--- src/rtl/aoc_pkg.sv ---
// Package for the accelerometer offset calibration and Kalman core.
// Holds the transfer structs, config types, controller codes and reset constants.
package aoc_pkg;

  // Config register widths
  localparam int CAL_SAMPLES_W = 11;
  localparam int ONE_G_W       = 12;
  localparam int NOISE_W       = 16;
  localparam int START_COV_W   = 24;

  // Divider geometry: 48-bit dividend, 33-bit divisor, one quotient bit a cycle
  localparam int DIV_W    = 48;
  localparam int DEN_W    = 33;
  localparam int DIV_STEPS = 48;

  // Register reset values
  localparam logic [CAL_SAMPLES_W-1:0] CAL_SAMPLES_RST   = 11'd256;
  localparam logic [ONE_G_W-1:0]       ONE_G_RST         = 12'd256;
  localparam logic [NOISE_W-1:0]       PROCESS_NOISE_RST = 16'd66;
  localparam logic [NOISE_W-1:0]       MEASURE_NOISE_RST = 16'd655;
  localparam logic [START_COV_W-1:0]   START_COV_RST     = 24'd655360;

  // Register map (byte address = 4 * index)
  typedef enum logic [2:0] {
    REG_CAL_SAMPLES   = 3'd0,
    REG_ONE_G         = 3'd1,
    REG_PROCESS_NOISE = 3'd2,
    REG_MEASURE_NOISE = 3'd3,
    REG_START_COV     = 3'd4
  } reg_idx_t;

  typedef struct packed {
    logic                     action;
    logic [7:0]               x_low;
    logic [7:0]               x_high;
    logic [7:0]               y_low;
    logic [7:0]               y_high;
    logic [7:0]               z_low;
    logic [7:0]               z_high;
  } sample_t;

  typedef struct packed {
    logic signed [15:0]       corr_x;
    logic signed [15:0]       corr_y;
    logic signed [15:0]       corr_z;
    logic signed [23:0]       filtered_x;
    logic                     cal_done;
    logic                     cal_busy;
  } result_t;

  typedef struct packed {
    logic [CAL_SAMPLES_W-1:0] cal_samples;
    logic [ONE_G_W-1:0]       one_g_counts;
    logic [NOISE_W-1:0]       process_noise;
    logic [NOISE_W-1:0]       measure_noise;
    logic [START_COV_W-1:0]   start_covariance;
  } cfg_t;

  typedef enum logic [3:0] {
    ST_IDLE, ST_CORR, ST_CAL, ST_DIV_START, ST_DIV_WAIT, ST_CAL_END,
    ST_K_START, ST_K_WAIT, ST_MUL_KD, ST_MUL_AA, ST_MUL_KK, ST_MUL_AP,
    ST_MUL_KR, ST_COV, ST_OUT
  } state_t;

  typedef enum logic [1:0] {
    AXIS_X, AXIS_Y, AXIS_Z
  } axis_t;

  typedef enum logic [4:0] {
    OP_NONE, OP_CAPTURE, OP_CORR, OP_CAL, OP_DIV_START, OP_DIV_WRITE,
    OP_CAL_END, OP_K_START, OP_K_WRITE, OP_K_ZERO, OP_MUL_KD, OP_MUL_AA,
    OP_MUL_KK, OP_MUL_AP, OP_MUL_KR, OP_COV, OP_OUT
  } op_t;

  typedef struct packed {
    op_t   op;
    axis_t axis;
  } cmd_t;

  typedef struct packed {
    logic need_div;
    logic den_zero;
    logic div_busy;
    logic out_free;
  } status_t;

endpackage

--- src/rtl/accel_offset_cal_kalman_core.sv ---
// Accelerometer offset calibration with scalar Kalman smoothing on x: top level.
// Depends on aoc_pkg, aoc_regs, aoc_ctrl and aoc_dpath.
//
// One sample is processed at a time. Most of a sample's time goes to the 48-step
// shared serial divider that forms the Kalman gain; the sample that closes a
// calibration run also waits while the same divider forms the three offset averages
// one after another (no gain division when P + R is zero). The next sample is taken
// once the current one's result is in the output register, which may still be waiting
// for a transfer. Registers are written over the APB port at byte address 4 * index;
// the user must write them only while the block is idle, as the block itself does not
// enforce it. Writing start_covariance also reloads the covariance.
module accel_offset_cal_kalman_core #(
  parameter int MAX_CAL_SAMPLES = 1024
) (
  input  logic             clk,
  input  logic             rst,
  input  logic             sample_valid,
  output logic             sample_stall,
  input  aoc_pkg::sample_t sample,
  output logic             result_valid,
  input  logic             result_stall,
  output aoc_pkg::result_t result,
  input  logic             psel,
  input  logic             penable,
  input  logic             pwrite,
  input  logic [4:0]       paddr,
  input  logic [31:0]      pwdata,
  output logic [31:0]      prdata,
  output logic             pready
);
  import aoc_pkg::*;

  cfg_t    cfg;
  logic    cov_load;
  cmd_t    cmd;
  status_t status;

  aoc_regs u_regs (
    .clk      (clk),
    .rst      (rst),
    .psel     (psel),
    .penable  (penable),
    .pwrite   (pwrite),
    .paddr    (paddr),
    .pwdata   (pwdata),
    .prdata   (prdata),
    .pready   (pready),
    .cfg      (cfg),
    .cov_load (cov_load)
  );

  aoc_ctrl u_ctrl (
    .clk          (clk),
    .rst          (rst),
    .sample_valid (sample_valid),
    .sample_stall (sample_stall),
    .status       (status),
    .cmd          (cmd)
  );

  aoc_dpath #(
    .MAX_CAL_SAMPLES (MAX_CAL_SAMPLES)
  ) u_dpath (
    .clk          (clk),
    .rst          (rst),
    .cmd          (cmd),
    .status       (status),
    .sample       (sample),
    .cfg          (cfg),
    .cov_load     (cov_load),
    .result       (result),
    .result_valid (result_valid),
    .result_stall (result_stall)
  );

endmodule

--- src/rtl/aoc_div.sv ---
// Restoring divider, one quotient bit per cycle, unsigned.
// Depends on aoc_pkg for the operand widths.
module aoc_div (
  input  logic                      clk,
  input  logic                      rst,
  input  logic                      start,
  input  logic [aoc_pkg::DIV_W-1:0] dividend,
  input  logic [aoc_pkg::DEN_W-1:0] divisor,
  output logic                      busy,
  output logic [aoc_pkg::DIV_W-1:0] quotient
);
  import aoc_pkg::*;

  localparam int STEP_W = $clog2(DIV_STEPS + 1);

  logic [DEN_W-1:0]  rem;
  logic [DEN_W-1:0]  den;
  logic [DIV_W-1:0]  dvd;
  logic [STEP_W-1:0] steps;
  logic [DEN_W:0]    trial;
  logic [DEN_W:0]    diff;
  logic              ge;

  // trial remainder with next dividend bit shifted in
  always_comb begin
    trial = {rem, dvd[DIV_W-1]};
    ge    = trial >= {1'b0, den};
    diff  = trial - {1'b0, den};
  end

  always_ff @(posedge clk) begin
    if (rst) begin
      steps <= '0;
    end else if (start) begin
      steps <= STEP_W'(DIV_STEPS);
    end else if (steps != '0) begin
      steps <= steps - 1'b1;
    end
  end

  // datapath: dividend register doubles as quotient register
  always_ff @(posedge clk) begin
    if (start) begin
      rem <= '0;
      den <= divisor;
      dvd <= dividend;
    end else if (steps != '0) begin
      rem <= ge ? diff[DEN_W-1:0] : trial[DEN_W-1:0];
      dvd <= {dvd[DIV_W-2:0], ge};
    end
  end

  assign busy     = steps != '0;
  assign quotient = dvd;

endmodule

--- src/rtl/aoc_regs.sv ---
// APB-style configuration register file.
// Depends on aoc_pkg for the register map and reset values.
module aoc_regs (
  input  logic          clk,
  input  logic          rst,
  input  logic          psel,
  input  logic          penable,
  input  logic          pwrite,
  input  logic [4:0]    paddr,
  input  logic [31:0]   pwdata,
  output logic [31:0]   prdata,
  output logic          pready,
  output aoc_pkg::cfg_t cfg,
  output logic          cov_load
);
  import aoc_pkg::*;

  logic     wr;
  reg_idx_t idx;

  assign pready = 1'b1;
  assign wr     = psel & penable & pwrite;
  assign idx    = reg_idx_t'(paddr[4:2]);

  // register writes
  always_ff @(posedge clk) begin
    if (rst) begin
      cfg.cal_samples      <= CAL_SAMPLES_RST;
      cfg.one_g_counts     <= ONE_G_RST;
      cfg.process_noise    <= PROCESS_NOISE_RST;
      cfg.measure_noise    <= MEASURE_NOISE_RST;
      cfg.start_covariance <= START_COV_RST;
    end else if (wr) begin
      case (idx)
        REG_CAL_SAMPLES:   cfg.cal_samples      <= pwdata[CAL_SAMPLES_W-1:0];
        REG_ONE_G:         cfg.one_g_counts     <= pwdata[ONE_G_W-1:0];
        REG_PROCESS_NOISE: cfg.process_noise    <= pwdata[NOISE_W-1:0];
        REG_MEASURE_NOISE: cfg.measure_noise    <= pwdata[NOISE_W-1:0];
        REG_START_COV:     cfg.start_covariance <= pwdata[START_COV_W-1:0];
        default: ;
      endcase
    end
  end

  // covariance reload on a start_covariance write
  always_ff @(posedge clk) begin
    if (rst) begin
      cov_load <= 1'b0;
    end else begin
      cov_load <= wr && (idx == REG_START_COV);
    end
  end

  // read mux
  always_comb begin
    case (idx)
      REG_CAL_SAMPLES:   prdata = 32'(cfg.cal_samples);
      REG_ONE_G:         prdata = 32'(cfg.one_g_counts);
      REG_PROCESS_NOISE: prdata = 32'(cfg.process_noise);
      REG_MEASURE_NOISE: prdata = 32'(cfg.measure_noise);
      REG_START_COV:     prdata = 32'(cfg.start_covariance);
      default:           prdata = '0;
    endcase
  end

endmodule

--- src/rtl/aoc_dpath.sv ---
// Datapath: offset correction, calibration sums and offsets, Kalman state.
// Depends on aoc_pkg and aoc_div; driven by aoc_ctrl through cmd_t.
module aoc_dpath #(
  parameter int MAX_CAL_SAMPLES = 1024
) (
  input  logic             clk,
  input  logic             rst,
  input  aoc_pkg::cmd_t    cmd,
  output aoc_pkg::status_t status,
  input  aoc_pkg::sample_t sample,
  input  aoc_pkg::cfg_t    cfg,
  input  logic             cov_load,
  output aoc_pkg::result_t result,
  output logic             result_valid,
  input  logic             result_stall
);
  import aoc_pkg::*;

  localparam int CNT_W = $clog2(MAX_CAL_SAMPLES + 1);
  localparam int NW    = (CNT_W > CAL_SAMPLES_W) ? CNT_W : CAL_SAMPLES_W;
  localparam logic [NW-1:0] MAX_N   = NW'(MAX_CAL_SAMPLES);
  localparam logic [16:0]   ONE_Q16 = 17'h10000;

  // captured item
  logic               action;
  logic signed [15:0] raw_x, raw_y, raw_z;
  logic signed [15:0] cx, cy, cz;
  // calibration state
  logic signed [17:0] offset_x, offset_y, offset_z;
  logic signed [31:0] sum_x, sum_y, sum_z;
  logic [CNT_W-1:0]   cal_count;
  logic               cal_done;
  // Kalman state and intermediates
  logic [31:0]        cov;
  logic signed [23:0] est;
  logic [31:0]        p_r;
  logic [DEN_W-1:0]   den_r;
  logic signed [24:0] diff_r;
  logic [16:0]        k_r, a2_r, k2_r;
  logic [32:0]        t1_r;
  logic signed [51:0] prod_r;

  // combinational
  logic [NW-1:0]      n_eff, cs_ext, cnt_ext;
  logic               need_div;
  logic signed [15:0] cx_c, cy_c, cz_c;
  logic [32:0]        pq_c;
  logic [31:0]        p_c;
  logic signed [24:0] diff_c;
  logic signed [31:0] sum_sel;
  logic [31:0]        mag;
  logic               div_start;
  logic [DIV_W-1:0]   div_dvd;
  logic [DEN_W-1:0]   div_den;
  logic               div_busy;
  logic [DIV_W-1:0]   div_q;
  logic [31:0]        q_signed;
  logic [17:0]        off_new;
  logic [16:0]        a_c;
  logic signed [17:0] mul_a;
  logic signed [33:0] mul_b;
  logic signed [51:0] mul_p;
  logic signed [51:0] rnd_t;
  logic [35:0]        rnd_p;
  logic signed [35:0] est_q;
  logic signed [36:0] est_sum;
  logic [33:0]        cov_sum;

  function automatic logic signed [15:0] sat16(input logic signed [18:0] v);
    if (v > 19'sd32767)       return 16'sh7FFF;
    else if (v < -19'sd32768) return 16'sh8000;
    else                      return v[15:0];
  endfunction

  function automatic logic signed [18:0] sub_off(input logic signed [15:0] r,
                                                 input logic signed [17:0] o);
    return {{3{r[15]}}, r} - {o[17], o};
  endfunction

  // effective run length, clamped to 1..MAX
  always_comb begin
    cs_ext  = NW'(cfg.cal_samples);
    cnt_ext = NW'(cal_count);
    n_eff   = (cs_ext == '0) ? NW'(1) : cs_ext;
    if (n_eff > MAX_N) n_eff = MAX_N;
    need_div = action && (cal_count != '0) && (cnt_ext >= n_eff);
  end

  // offset correction and covariance predict
  always_comb begin
    cx_c   = sat16(sub_off(raw_x, offset_x));
    cy_c   = sat16(sub_off(raw_y, offset_y));
    cz_c   = sat16(sub_off(raw_z, offset_z));
    pq_c   = {1'b0, cov} + 33'(cfg.process_noise);
    p_c    = pq_c[32] ? 32'hFFFF_FFFF : pq_c[31:0];
    diff_c = {cx[15], cx, 8'b0} - {est[23], est};
  end

  // divider operands
  always_comb begin
    case (cmd.axis)
      AXIS_X:  sum_sel = sum_x;
      AXIS_Y:  sum_sel = sum_y;
      default: sum_sel = sum_z;
    endcase
    mag       = sum_sel[31] ? 32'(-sum_sel) : 32'(sum_sel);
    div_start = (cmd.op == OP_DIV_START) || (cmd.op == OP_K_START);
    if (cmd.op == OP_K_START) begin
      div_dvd = {p_r, 16'b0};
      div_den = den_r;
    end else begin
      div_dvd = DIV_W'(mag);
      div_den = DEN_W'(cal_count);
    end
    q_signed = sum_sel[31] ? (32'd0 - div_q[31:0]) : div_q[31:0];
    off_new  = (cmd.axis == AXIS_Z) ? (q_signed[17:0] - 18'(cfg.one_g_counts))
                                    : q_signed[17:0];
  end

  aoc_div u_div (
    .clk      (clk),
    .rst      (rst),
    .start    (div_start),
    .dividend (div_dvd),
    .divisor  (div_den),
    .busy     (div_busy),
    .quotient (div_q)
  );

  // shared multiplier, 18 x 34 signed
  always_comb begin
    a_c = ONE_Q16 - k_r;
    case (cmd.op)
      OP_MUL_KD: begin mul_a = {1'b0, k_r};  mul_b = 34'(diff_r);          end
      OP_MUL_AA: begin mul_a = {1'b0, a_c};  mul_b = {17'b0, a_c};         end
      OP_MUL_KK: begin mul_a = {1'b0, k_r};  mul_b = {17'b0, k_r};         end
      OP_MUL_AP: begin mul_a = {1'b0, a2_r}; mul_b = {2'b0, p_r};          end
      OP_MUL_KR: begin mul_a = {1'b0, k2_r}; mul_b = 34'(cfg.measure_noise); end
      default:   begin mul_a = '0;           mul_b = '0;                   end
    endcase
    mul_p = mul_a * mul_b;
  end

  // rounding of the previous product, estimate and covariance update
  always_comb begin
    rnd_t   = prod_r + 52'sd32768;
    rnd_p   = rnd_t[51:16];
    est_q   = rnd_t[51:16];
    est_sum = {est_q[35], est_q} + 37'(est);
    cov_sum = 34'(t1_r) + 34'(rnd_p[16:0]);
  end

  assign status.need_div = need_div;
  assign status.den_zero = den_r == '0;
  assign status.div_busy = div_busy;
  assign status.out_free = !result_valid || !result_stall;

  // control-type state with reset
  always_ff @(posedge clk) begin
    if (rst) begin
      offset_x  <= '0;
      offset_y  <= '0;
      offset_z  <= '0;
      sum_x     <= '0;
      sum_y     <= '0;
      sum_z     <= '0;
      cal_count <= '0;
      cov       <= 32'(START_COV_RST);
      est       <= '0;
      result_valid <= 1'b0;
    end else begin
      if (cov_load) cov <= 32'(cfg.start_covariance);
      if (result_valid && !result_stall) result_valid <= 1'b0;
      case (cmd.op)
        OP_CAL: begin
          if (action) begin
            if (cal_count == '0) begin
              offset_x  <= '0;
              offset_y  <= '0;
              offset_z  <= '0;
              sum_x     <= '0;
              sum_y     <= '0;
              sum_z     <= '0;
              cal_count <= CNT_W'(1);
            end else begin
              sum_x <= sum_x + 32'(cx);
              sum_y <= sum_y + 32'(cy);
              sum_z <= sum_z + 32'(cz);
              if (!need_div) cal_count <= cal_count + 1'b1;
            end
          end
        end
        OP_DIV_WRITE: begin
          case (cmd.axis)
            AXIS_X:  offset_x <= off_new;
            AXIS_Y:  offset_y <= off_new;
            default: offset_z <= off_new;
          endcase
        end
        OP_CAL_END: cal_count <= '0;
        OP_MUL_AA: begin
          if (est_sum > 37'sd8388607)       est <= 24'sh7FFFFF;
          else if (est_sum < -37'sd8388608) est <= 24'sh800000;
          else                              est <= est_sum[23:0];
        end
        OP_COV: cov <= (cov_sum[33:32] != 2'b0) ? 32'hFFFF_FFFF : cov_sum[31:0];
        OP_OUT: result_valid <= 1'b1;
        default: ;
      endcase
    end
  end

  // payload registers
  always_ff @(posedge clk) begin
    case (cmd.op)
      OP_CAPTURE: begin
        action   <= sample.action;
        raw_x    <= {sample.x_high, sample.x_low};
        raw_y    <= {sample.y_high, sample.y_low};
        raw_z    <= {sample.z_high, sample.z_low};
        cal_done <= 1'b0;
      end
      OP_CORR: begin
        cx  <= cx_c;
        cy  <= cy_c;
        cz  <= cz_c;
        p_r <= p_c;
      end
      OP_CAL: begin
        den_r  <= {1'b0, p_r} + DEN_W'(cfg.measure_noise);
        diff_r <= diff_c;
      end
      OP_CAL_END: cal_done <= 1'b1;
      OP_K_WRITE: k_r <= div_q[16:0];
      OP_K_ZERO:  k_r <= '0;
      OP_MUL_KD:  prod_r <= mul_p;
      OP_MUL_AA:  prod_r <= mul_p;
      OP_MUL_KK: begin
        a2_r   <= rnd_p[16:0];
        prod_r <= mul_p;
      end
      OP_MUL_AP: begin
        k2_r   <= rnd_p[16:0];
        prod_r <= mul_p;
      end
      OP_MUL_KR: begin
        t1_r   <= rnd_p[32:0];
        prod_r <= mul_p;
      end
      OP_OUT: begin
        result.corr_x     <= cx;
        result.corr_y     <= cy;
        result.corr_z     <= cz;
        result.filtered_x <= est;
        result.cal_done   <= cal_done;
        result.cal_busy   <= cal_count != '0;
      end
      default: ;
    endcase
  end

endmodule

--- src/rtl/aoc_ctrl.sv ---
// Controller state machine sequencing correction, calibration and Kalman steps.
// Depends on aoc_pkg for state, command and status types.
module aoc_ctrl (
  input  logic             clk,
  input  logic             rst,
  input  logic             sample_valid,
  output logic             sample_stall,
  input  aoc_pkg::status_t status,
  output aoc_pkg::cmd_t    cmd
);
  import aoc_pkg::*;

  state_t state, state_next;
  axis_t  axis, axis_next;

  always_ff @(posedge clk) begin
    if (rst) begin
      state <= ST_IDLE;
      axis  <= AXIS_X;
    end else begin
      state <= state_next;
      axis  <= axis_next;
    end
  end

  // next state
  always_comb begin
    state_next = state;
    axis_next  = axis;
    case (state)
      ST_IDLE:      if (sample_valid) state_next = ST_CORR;
      ST_CORR:      state_next = ST_CAL;
      ST_CAL: begin
        axis_next  = AXIS_X;
        state_next = status.need_div ? ST_DIV_START : ST_K_START;
      end
      ST_DIV_START: state_next = ST_DIV_WAIT;
      ST_DIV_WAIT: begin
        if (!status.div_busy) begin
          case (axis)
            AXIS_X:  begin axis_next = AXIS_Y; state_next = ST_DIV_START; end
            AXIS_Y:  begin axis_next = AXIS_Z; state_next = ST_DIV_START; end
            default: state_next = ST_CAL_END;
          endcase
        end
      end
      ST_CAL_END:   state_next = ST_K_START;
      ST_K_START:   state_next = status.den_zero ? ST_MUL_KD : ST_K_WAIT;
      ST_K_WAIT:    if (!status.div_busy) state_next = ST_MUL_KD;
      ST_MUL_KD:    state_next = ST_MUL_AA;
      ST_MUL_AA:    state_next = ST_MUL_KK;
      ST_MUL_KK:    state_next = ST_MUL_AP;
      ST_MUL_AP:    state_next = ST_MUL_KR;
      ST_MUL_KR:    state_next = ST_COV;
      ST_COV:       state_next = ST_OUT;
      ST_OUT:       if (status.out_free) state_next = ST_IDLE;
      default:      state_next = ST_IDLE;
    endcase
  end

  // outputs
  always_comb begin
    sample_stall = state != ST_IDLE;
    cmd.op       = OP_NONE;
    cmd.axis     = axis;
    case (state)
      ST_IDLE:      if (sample_valid) cmd.op = OP_CAPTURE;
      ST_CORR:      cmd.op = OP_CORR;
      ST_CAL:       cmd.op = OP_CAL;
      ST_DIV_START: cmd.op = OP_DIV_START;
      ST_DIV_WAIT:  if (!status.div_busy) cmd.op = OP_DIV_WRITE;
      ST_CAL_END:   cmd.op = OP_CAL_END;
      ST_K_START:   cmd.op = status.den_zero ? OP_K_ZERO : OP_K_START;
      ST_K_WAIT:    if (!status.div_busy) cmd.op = OP_K_WRITE;
      ST_MUL_KD:    cmd.op = OP_MUL_KD;
      ST_MUL_AA:    cmd.op = OP_MUL_AA;
      ST_MUL_KK:    cmd.op = OP_MUL_KK;
      ST_MUL_AP:    cmd.op = OP_MUL_AP;
      ST_MUL_KR:    cmd.op = OP_MUL_KR;
      ST_COV:       cmd.op = OP_COV;
      ST_OUT:       if (status.out_free) cmd.op = OP_OUT;
      default:      cmd.op = OP_NONE;
    endcase
  end

  // one item in flight: a transfer in is followed by a stall
  a_stall_after_accept: assert property (@(posedge clk) disable iff (rst)
    (sample_valid && !sample_stall) |=> sample_stall)
    else $error("item accepted while previous one in flight");

  // divider never restarted mid-operation
  a_div_start_idle: assert property (@(posedge clk) disable iff (rst)
    (cmd.op == OP_DIV_START || cmd.op == OP_K_START) |-> !status.div_busy)
    else $error("divider started while busy");

  // divider is quiet between items
  a_idle_div_quiet: assert property (@(posedge clk) disable iff (rst)
    (state == ST_IDLE) |-> !status.div_busy)
    else $error("divider busy in idle");

endmodule

--- config.mk ---
export PLATFORM = sky130hd
export DESIGN_NAME = accel_offset_cal_kalman_core
export DESIGN_NICKNAME = d
export VERILOG_FILES = /design/src/rtl/aoc_pkg.sv /design/src/rtl/accel_offset_cal_kalman_core.sv /design/src/rtl/aoc_div.sv /design/src/rtl/aoc_regs.sv /design/src/rtl/aoc_dpath.sv /design/src/rtl/aoc_ctrl.sv
export SDC_FILE = /design/constraint.sdc
export NUM_CORES = 2
export LEC_CHECK = 0
export CORE_ASPECT_RATIO = 0.75
export CORE_MARGIN = 2
export CORE_UTILIZATION = 50
export CTS_CLUSTER_DIAMETER = 120
export DETAILED_ROUTE_END_ITERATION = 6
export DONT_BUFFER_PORTS = 1
export PLACE_DENSITY = 0.75
export SLEW_MARGIN = 20
export SYNTH_ARGS = -nofsm -noshare
export SYNTH_HDL_FRONTEND = slang
export SYNTH_SLANG_ARGS = --single-unit
--- constraint.sdc ---
create_clock -name clk -period 9.51 [get_ports clk]
set_input_delay 0 -clock clk [delete_from_list [all_inputs] [get_ports clk]]
set_output_delay 0 -clock clk [all_outputs]
set_load 0.02 [all_outputs]
## Word-level counts from Yosys, hierarchy flattened

Cells that the tools add are included.

| word-level totals | value |
|---|---|
| bits in registers | 822 |
| input port bits | 93 |
| output and inout bits | 109 |
| logic and storage cells | 228 |

| operators by class | value |
|---|---|
| $add $sub $neg | 19 |
| multiply operators | 1 |
| magnitude comparators | 11 |
| equal/unequal tests | 47 |
| mux-type cells | 60 |
| bitwise logic cells | 2 |
| reduce and logical (&&, ||, !) cells | 42 |

Operators by type and width:

| kind | number |
|---|---|
| $mux 32 | 7 |
| $pmux 34 s5 | 1 |
| $mux 48 | 3 |
| $mux 18 | 7 |
| $pmux 24 s5 | 1 |
| $pmux 18 s2 | 3 |
| $add 32x16->32 | 3 |
| $pmux 5 s15 | 1 |
| $pmux 17 s4 | 1 |
| $add 32x16->33 | 2 |
| $mux 11 | 6 |
| $pmux 32 s2 | 1 |
| $pmux 4 s15 | 1 |
| $gt 19x16->1 const B | 3 |
| $lt 19x16->1 const B | 3 |
| $sub 16x18->19 | 3 |
| $add 52x17->52 const B | 1 |
| $mul 18x34->52 | 1 |
| $mux 16 | 3 |
| $mux 24 | 2 |
| $eq 5x4->1 const B | 8 |
| $add 36x24->37 | 1 |
| $gt 37x24->1 const B | 1 |
| $lt 37x24->1 const B | 1 |
| 57 further kinds | 118 |

## Logic depth before layout (Yosys ltp)

| logic depth | value |
|---|---|
| depth in word-level cells | 10 |
| gate-level depth with buffers | 37 |
| mapped depth without buffers | 36 |

## Modules after synthesis

Synthesis repeated with hierarchy kept, for this count alone.

| unflattened totals | value |
|---|---|
| cell total of the unflattened synthesis | 7290 |
| area total of the unflattened synthesis | 67258.3 sq um |

Modules (own cells, without submodules):

| module | times used | cells each | area an instance (sq um) | seq. area each (sq um) |
|---|---|---|---|---|
| aoc_dpath | 1 | 6147 | 56073.8 | 15865.2 |
| aoc_div | 1 | 656 | 6722.7 | 3213.1 |
| aoc_regs | 1 | 415 | 3936.3 | 1601.5 |
| aoc_ctrl | 1 | 72 | 525.5 | 120.1 |

## Worst setup path after synthesis

No wires, ideal clock.

| timing path | value |
|---|---|
| path type | reg-to-reg |
| from | register u_dpath.k_r[1] |
| to | register u_dpath.prod_r[50] (data pin) |
| library setup time | 0.258 ns |
| data arrival time | 8.758 ns |
| required time | 9.252 ns |
| setup slack | 0.494 ns |
| cell stages (with the launch flop) | 35 |
| buffers on the path | 1 |
| period minus slack after synthesis | 9.016 ns |
| cell sequence | edfxtp_1 -> inv_1 -> ha_1 -> or3b_1 -> or3_4 -> or3_4 -> or3_1 -> or3_4 -> or3_4 -> nor2_1 -> o21ai_0 -> nand3_1 -> buf_2 -> nand2_1 -> fa_1 -> inv_1 -> fa_1 -> fa_1 -> fa_1 -> fa_1 -> inv_1 -> fa_1 -> inv_1 -> ha_1 -> a211oi_1 -> o21bai_1 -> a21o_1 -> a21o_1 -> o21ai_0 -> nand4_1 -> a21oi_1 -> o31ai_1 -> or2_2 -> a21oi_1 -> xnor2_1 |

| between the ends | value |
|---|---|
| cells in the longest elaborated chain, start to end | 3 |
| elaborated cells on any way between the ends | 4 |
| those cells by class | add/sub (1); mul (1); mux (2) |

RTL lines:

| what | line | RTL |
|---|---|---|
| start, declared | aoc_dpath.sv:39 | `logic [16:0] k_r, a2_r, k2_r;` |
| start signal, assigned | aoc_dpath.sv:234 | `OP_K_WRITE: k_r <= div_q[16:0];` |
| $sub 17x17->17 | aoc_dpath.sv:132 | `a_c = ONE_Q16 - k_r;` |
| $pmux 34 s5 / $pmux 17 s4 (equally long branches) | aoc_dpath.sv:133 | `case (cmd.op)` |
| $mul 18x34->52 * | aoc_dpath.sv:141 | `mul_p = mul_a * mul_b;` |
| named net u_dpath.mul_p[50] | aoc_dpath.sv:62 | `logic signed [51:0] mul_p;` |
| end signal, assigned | aoc_dpath.sv:236 | `OP_MUL_KD: prod_r <= mul_p;` |
| end signal, assigned | aoc_dpath.sv:237 | `OP_MUL_AA: prod_r <= mul_p;` |
| end signal, assigned | aoc_dpath.sv:240 | `prod_r <= mul_p;` |
| end, declared | aoc_dpath.sv:41 | `logic signed [51:0] prod_r;` |

Mark *: on every way through the listed nets, which the timed path passes. The rest lies on a longest branch.
A chain may end at the register's enable or synchronous reset.

## Final worst setup path

| timing path | value |
|---|---|
| from | register u_dpath.k_r[1] |
| to | register u_dpath.prod_r[48] (data pin) |

Same word-level chain as after synthesis.

==> impl_results.rst <==
.. list-table::
   :header-rows: 1

   * - Metric
     - Value
   * - Outcome
     - complete, but fails checks
   * - Violations in the final reports
     - design-rule violations
   * - TritonCTS Sinks
     - 807
   * - Crit Path Class
     - reg -> reg
   * - Synthesis-to-layout area growth
     - 11.7%
   * - Leading post-synthesis cells by instance count
     - sky130_fd_sc_hd__nand2_1 (947), sky130_fd_sc_hd__inv_1 (865), sky130_fd_sc_hd__nor2_1 (647)
   * - Share of layout cells above drive strength 1
     - 7.22%
   * - Number of buffers created by CTS
     - 81
   * - Maximum number of pins on one net before global-route repair
     - 279
   * - Worst Hold Slack
     - 48.9 ps
   * - Number of buffers on the longest clock path
     - 3
   * - Die H
     - 320 um
   * - Share of synthesized registers carrying an async set or reset
     - 0%
   * - Clock-pin slew of the registers on the worst-case setup and hold paths
     - 70 ps
   * - Summed area of non-filler cells in the final layout
     - 74,500 um2
   * - Count of max-cap constraint violations
     - 0
   * - Total number of vias
     - 56,000
   * - Post-synthesis register bit count
     - 807
   * - Worst-case reg-to-reg path depth
     - 37
   * - Clk_skew
     - 61.9 ps
   * - Cell count after synthesis
     - 7,346
   * - Crit path setup slack, layout
     - 300 ps
   * - Tightest Hold Check Type
     - in -> reg
   * - DP Worst Slack
     - -256 ps
   * - Antenna-violating nets left
     - 0
   * - Number of flops mapped to enable cells by yosys
     - 464
   * - Synth unique cells
     - 90
   * - Ranking of synthesized cells by area
     - sky130_fd_sc_hd__edfxtp_1 (21%), sky130_fd_sc_hd__fa_1 (17%), sky130_fd_sc_hd__dfxtp_1 (10%)
   * - Number of DRC violations after detailed routing
     - 1
   * - Number of hold violations in the final report
     - 0
   * - Timing-limited maximum frequency
     - 109 MHz
   * - Cell with the largest stage delay on the worst path
     - sky130_fd_sc_hd__fa_1
   * - Critical path fanouts, max
     - 18
   * - Total power
     - 12.4 mW
   * - Most used standard cell by instance count after synthesis
     - sky130_fd_sc_hd__nand2_1
   * - Vias per inst
     - 5.99
   * - LEAKAGE
     - 31.4 nW
   * - Beginning of the worst register-to-register path
     - u_dpath.k_r[1]$_SDFFCE_PP0P_
   * - TritonCTS clock tree
     - done
   * - Data required time at the worst endpoint
     - 9970 ps
   * - Number of top-level design ports
     - 202
   * - Number of slew-limit violations in the final report
     - 0
   * - First element of the critical path
     - u_dpath.k_r[1]$_SDFFCE_PP0P_
   * - Count of buffers from port buffering
     - 0
   * - Power per cell area
     - 166 nW/um2
   * - Syn Std Cell Area
     - 66,600 um2
   * - Worst reg2reg setup slack
     - 300 ps
   * - Period utilisation layout
     - 96.8%
   * - Mapped Avg Cell Area
     - 9.07 um2
   * - Delay of the slowest cell on the worst path
     - 530 ps
   * - Capture point of the critical path
     - u_dpath.prod_r[48]$_DFFE_PP_
   * - Cell area after placement
     - 69,800 um2
   * - Post-synthesis sequential area ratio
     - 31.2%
   * - Worst Path Arrival
     - 9670 ps
   * - Fill cell instance count of the final layout
     - 11,400
   * - Final setup vio count
     - 0
   * - Main flop type after synthesis
     - sky130_fd_sc_hd__edfxtp_1
   * - Largest area contributor in the netlist
     - sky130_fd_sc_hd__edfxtp_1
   * - Gr usage total
     - 31.2%
   * - Global-route wire length before repair
     - 324,000 um
   * - Number of warning messages in the yosys log
     - 0
   * - Estimated wirelength of the detail-placed design
     - 167,000 um
   * - Transition at the pin with the smallest max-transition slack
     - 1220 ps
   * - Kind of capture point of the worst setup path
     - flop
   * - Initial DRC Count
     - 7,329
   * - Count of nets after finishing
     - 8,596
   * - Cell Rows
     - 115
   * - Wirelength, routed
     - 215,000 um
   * - Clock tree root buffer cell
     - sky130_fd_sc_hd__clkbuf_16
   * - Starting density of the core
     - 50.6%
   * - Worst-skew pair later-pin latency
     - 730 ps
   * - Overall overflow remaining after global route
     - 0
   * - Number of detailed-route iterations in the first pass
     - 7
   * - Proportion of netlist area held by the largest area contributor
     - 20.9%
   * - Final period demand of the worst path
     - 9210 ps
   * - Total number of H-tree levels
     - 3
   * - Number of antenna violations at the first check in global routing
     - 17
   * - Standard cell core area
     - 132,000 um2
   * - Die Wd
     - 426 um
   * - Setup crit start kind
     - flop
   * - Routed wire per std cell
     - 23.0 um
   * - Floorplan die area
     - 136,000 um2
   * - R2r endpoint
     - u_dpath.prod_r[48]$_DFFE_PP_
   * - Worst ir drop on vdd
     - 0.000197 V
   * - Via count of the first global-routing pass
     - 53,000
   * - Routability Congestion
     - 0.986
   * - Worst-case headroom to the max-slew limit
     - 18.2%
## sequential cells by signal, summed over array words and instances, names as in the netlist, 24 cells and up
register and count:
u_dpath.u_div.rem 33, u_regs.cfg 79, u_dpath.p_r 32, u_dpath.sum_z 32, u_dpath.sum_x 32, u_dpath.result 74, u_dpath.diff_r 25, u_dpath.est 24
u_dpath.cov 32, u_dpath.prod_r 37, u_dpath.u_div.quotient 48, u_dpath.sum_y 32, u_dpath.u_div.den 33, u_dpath.den_r 33, u_dpath.t1_r 33
## cell families (layout without fill, tap and decap cells)
family	after synthesis	in the layout	synth area share, %
XOR/XNOR	382	382	5.02
multiplexers	149	149	2.27
buffers and inverters	1188	1426	6.86
AND/OR/NAND/NOR	2370	2370	16.0
AO/OA/AOI/OAI	1468	1468	14.0
adder cells (fa/ha/maj)	980	980	24.6
other	2	17	0.0113
flip-flops	807	807	31.2
## power by group
group / leakage (nW) / internal [mW] / total (mW) / switching, mW
clock: 1.36 / 1.89 / 3.45 / 1.56
combinational: 23.1 / 1.45 / 3.94 / 2.49
sequential: 7.01 / 4.42 / 4.97 / 0.550
## area by class of cell
type                       instances  area (um2)  share of cell area (%)
clock inverter                    46         592                   0.795
clock buffer                     105        2230                    2.99
antenna                            8        20.0                  0.0269
tap                             1755        2200                    2.95
inverter                         867        3250                    4.37
multi-input combinational       5358       41700                    56.0
sequential                       807       20800                    27.9
timing repair buffer             408        3640                    4.89
## worst min path at each step
stage	startpoint	endpoint	depth (start not counted)
2_1_floorplan	sample[48]	u_dpath.action$_DFFE_PN_	0
3_3_place_gp	rst	u_dpath.sum_z[6]$_SDFFE_PP0P_	1
3_5_place_dp	rst	u_ctrl.axis[1]$_SDFFE_PP0P_	1
4_1_cts	paddr[2]	u_regs.cfg[46]$_SDFFE_PP1P_	3
5_1_grt	paddr[2]	u_regs.cfg[46]$_SDFFE_PP1P_	3
6_report	sample_valid	u_dpath.raw_z[13]$_DFFE_PN_	2
## critical path, delay by kind of cell, from the launching register on
family	cells	cell delay, ps
xor gates and xnor gates	1	150
DFF	1	400
AOI/OAI and AO/OA	6	1070
and+or+nand+nor	14	3140
buffers and inverters	8	950
adders and majority gates	8	3230
## placed cells by master, fill, tap and decap left out, types with 20 or more instances in the layout
| master | synthesis | routed |
|---|---|---|
| sky130_fd_sc_hd__o21a_1 | 55 | 55 |
| sky130_fd_sc_hd__o21bai_1 | 30 | 30 |
| sky130_fd_sc_hd__nor4_1 | 29 | 29 |
| sky130_fd_sc_hd__o22ai_1 | 22 | 22 |
| sky130_fd_sc_hd__nor3_1 | 114 | 107 |
| sky130_fd_sc_hd__and3_1 | 88 | 85 |
| sky130_fd_sc_hd__xor2_1 | 148 | 148 |
| sky130_fd_sc_hd__ha_1 | 430 | 424 |
| sky130_fd_sc_hd__nand2b_1 | 66 | 66 |
| sky130_fd_sc_hd__o31ai_1 | 26 | 24 |
| sky130_fd_sc_hd__nand3b_1 | 20 | 20 |
| sky130_fd_sc_hd__nor2_1 | 647 | 634 |
| sky130_fd_sc_hd__edfxtp_1 | 464 | 464 |
| sky130_fd_sc_hd__nand4_1 | 58 | 58 |
| sky130_fd_sc_hd__or3_1 | 39 | 38 |
| sky130_fd_sc_hd__a22oi_1 | 69 | 69 |
| sky130_fd_sc_hd__dlygate4sd3_1 | 0 | 138 |
| sky130_fd_sc_hd__xnor2_1 | 234 | 232 |
| sky130_fd_sc_hd__a221oi_1 | 52 | 51 |
| sky130_fd_sc_hd__inv_1 | 865 | 859 |
| sky130_fd_sc_hd__nor2b_1 | 64 | 62 |
| sky130_fd_sc_hd__a21o_1 | 129 | 128 |
| sky130_fd_sc_hd__buf_4 | 9 | 247 |
| sky130_fd_sc_hd__and2_1 | 66 | 65 |
| sky130_fd_sc_hd__fa_1 | 550 | 546 |
| sky130_fd_sc_hd__a31oi_1 | 48 | 46 |
| sky130_fd_sc_hd__nand3_1 | 154 | 150 |
| sky130_fd_sc_hd__a211oi_1 | 43 | 41 |
| sky130_fd_sc_hd__a21oi_1 | 428 | 421 |
| sky130_fd_sc_hd__clkbuf_16 | 0 | 83 |
| sky130_fd_sc_hd__dfxtp_1 | 343 | 341 |
| sky130_fd_sc_hd__o21ai_0 | 351 | 342 |
| sky130_fd_sc_hd__mux2i_1 | 130 | 130 |
| sky130_fd_sc_hd__nand2_1 | 947 | 943 |
## routing by layer
metal	part of all wire, %	GRT usage [%]	vias up
met5	0.034	0	-
met4	3.2	9.07	12
met3	13	8.55	389
met2	40	42.8	3055
met1	43	47.3	27300
li1	-	-	25300
## per-stage QoR
step	utilization [%]	TNS [ps]	cells
after floorplan	-	0	7353
final	56.6	0	9354
after global placement	53.0	-293	9051
after CTS	56.2	0	9341
after global routing	56.6	-240	9351
after detailed placement	53.0	-704	9051
## what timing repair did
item	in CTS	in global routing
endpoints found under the setup margin	7	20
hold endpoints to repair	365	0
buffers inserted	0	4
resized for setup	5	87
hold buffers	139	0
pin swaps	0	30
Power figures use the tool's default switching activity.
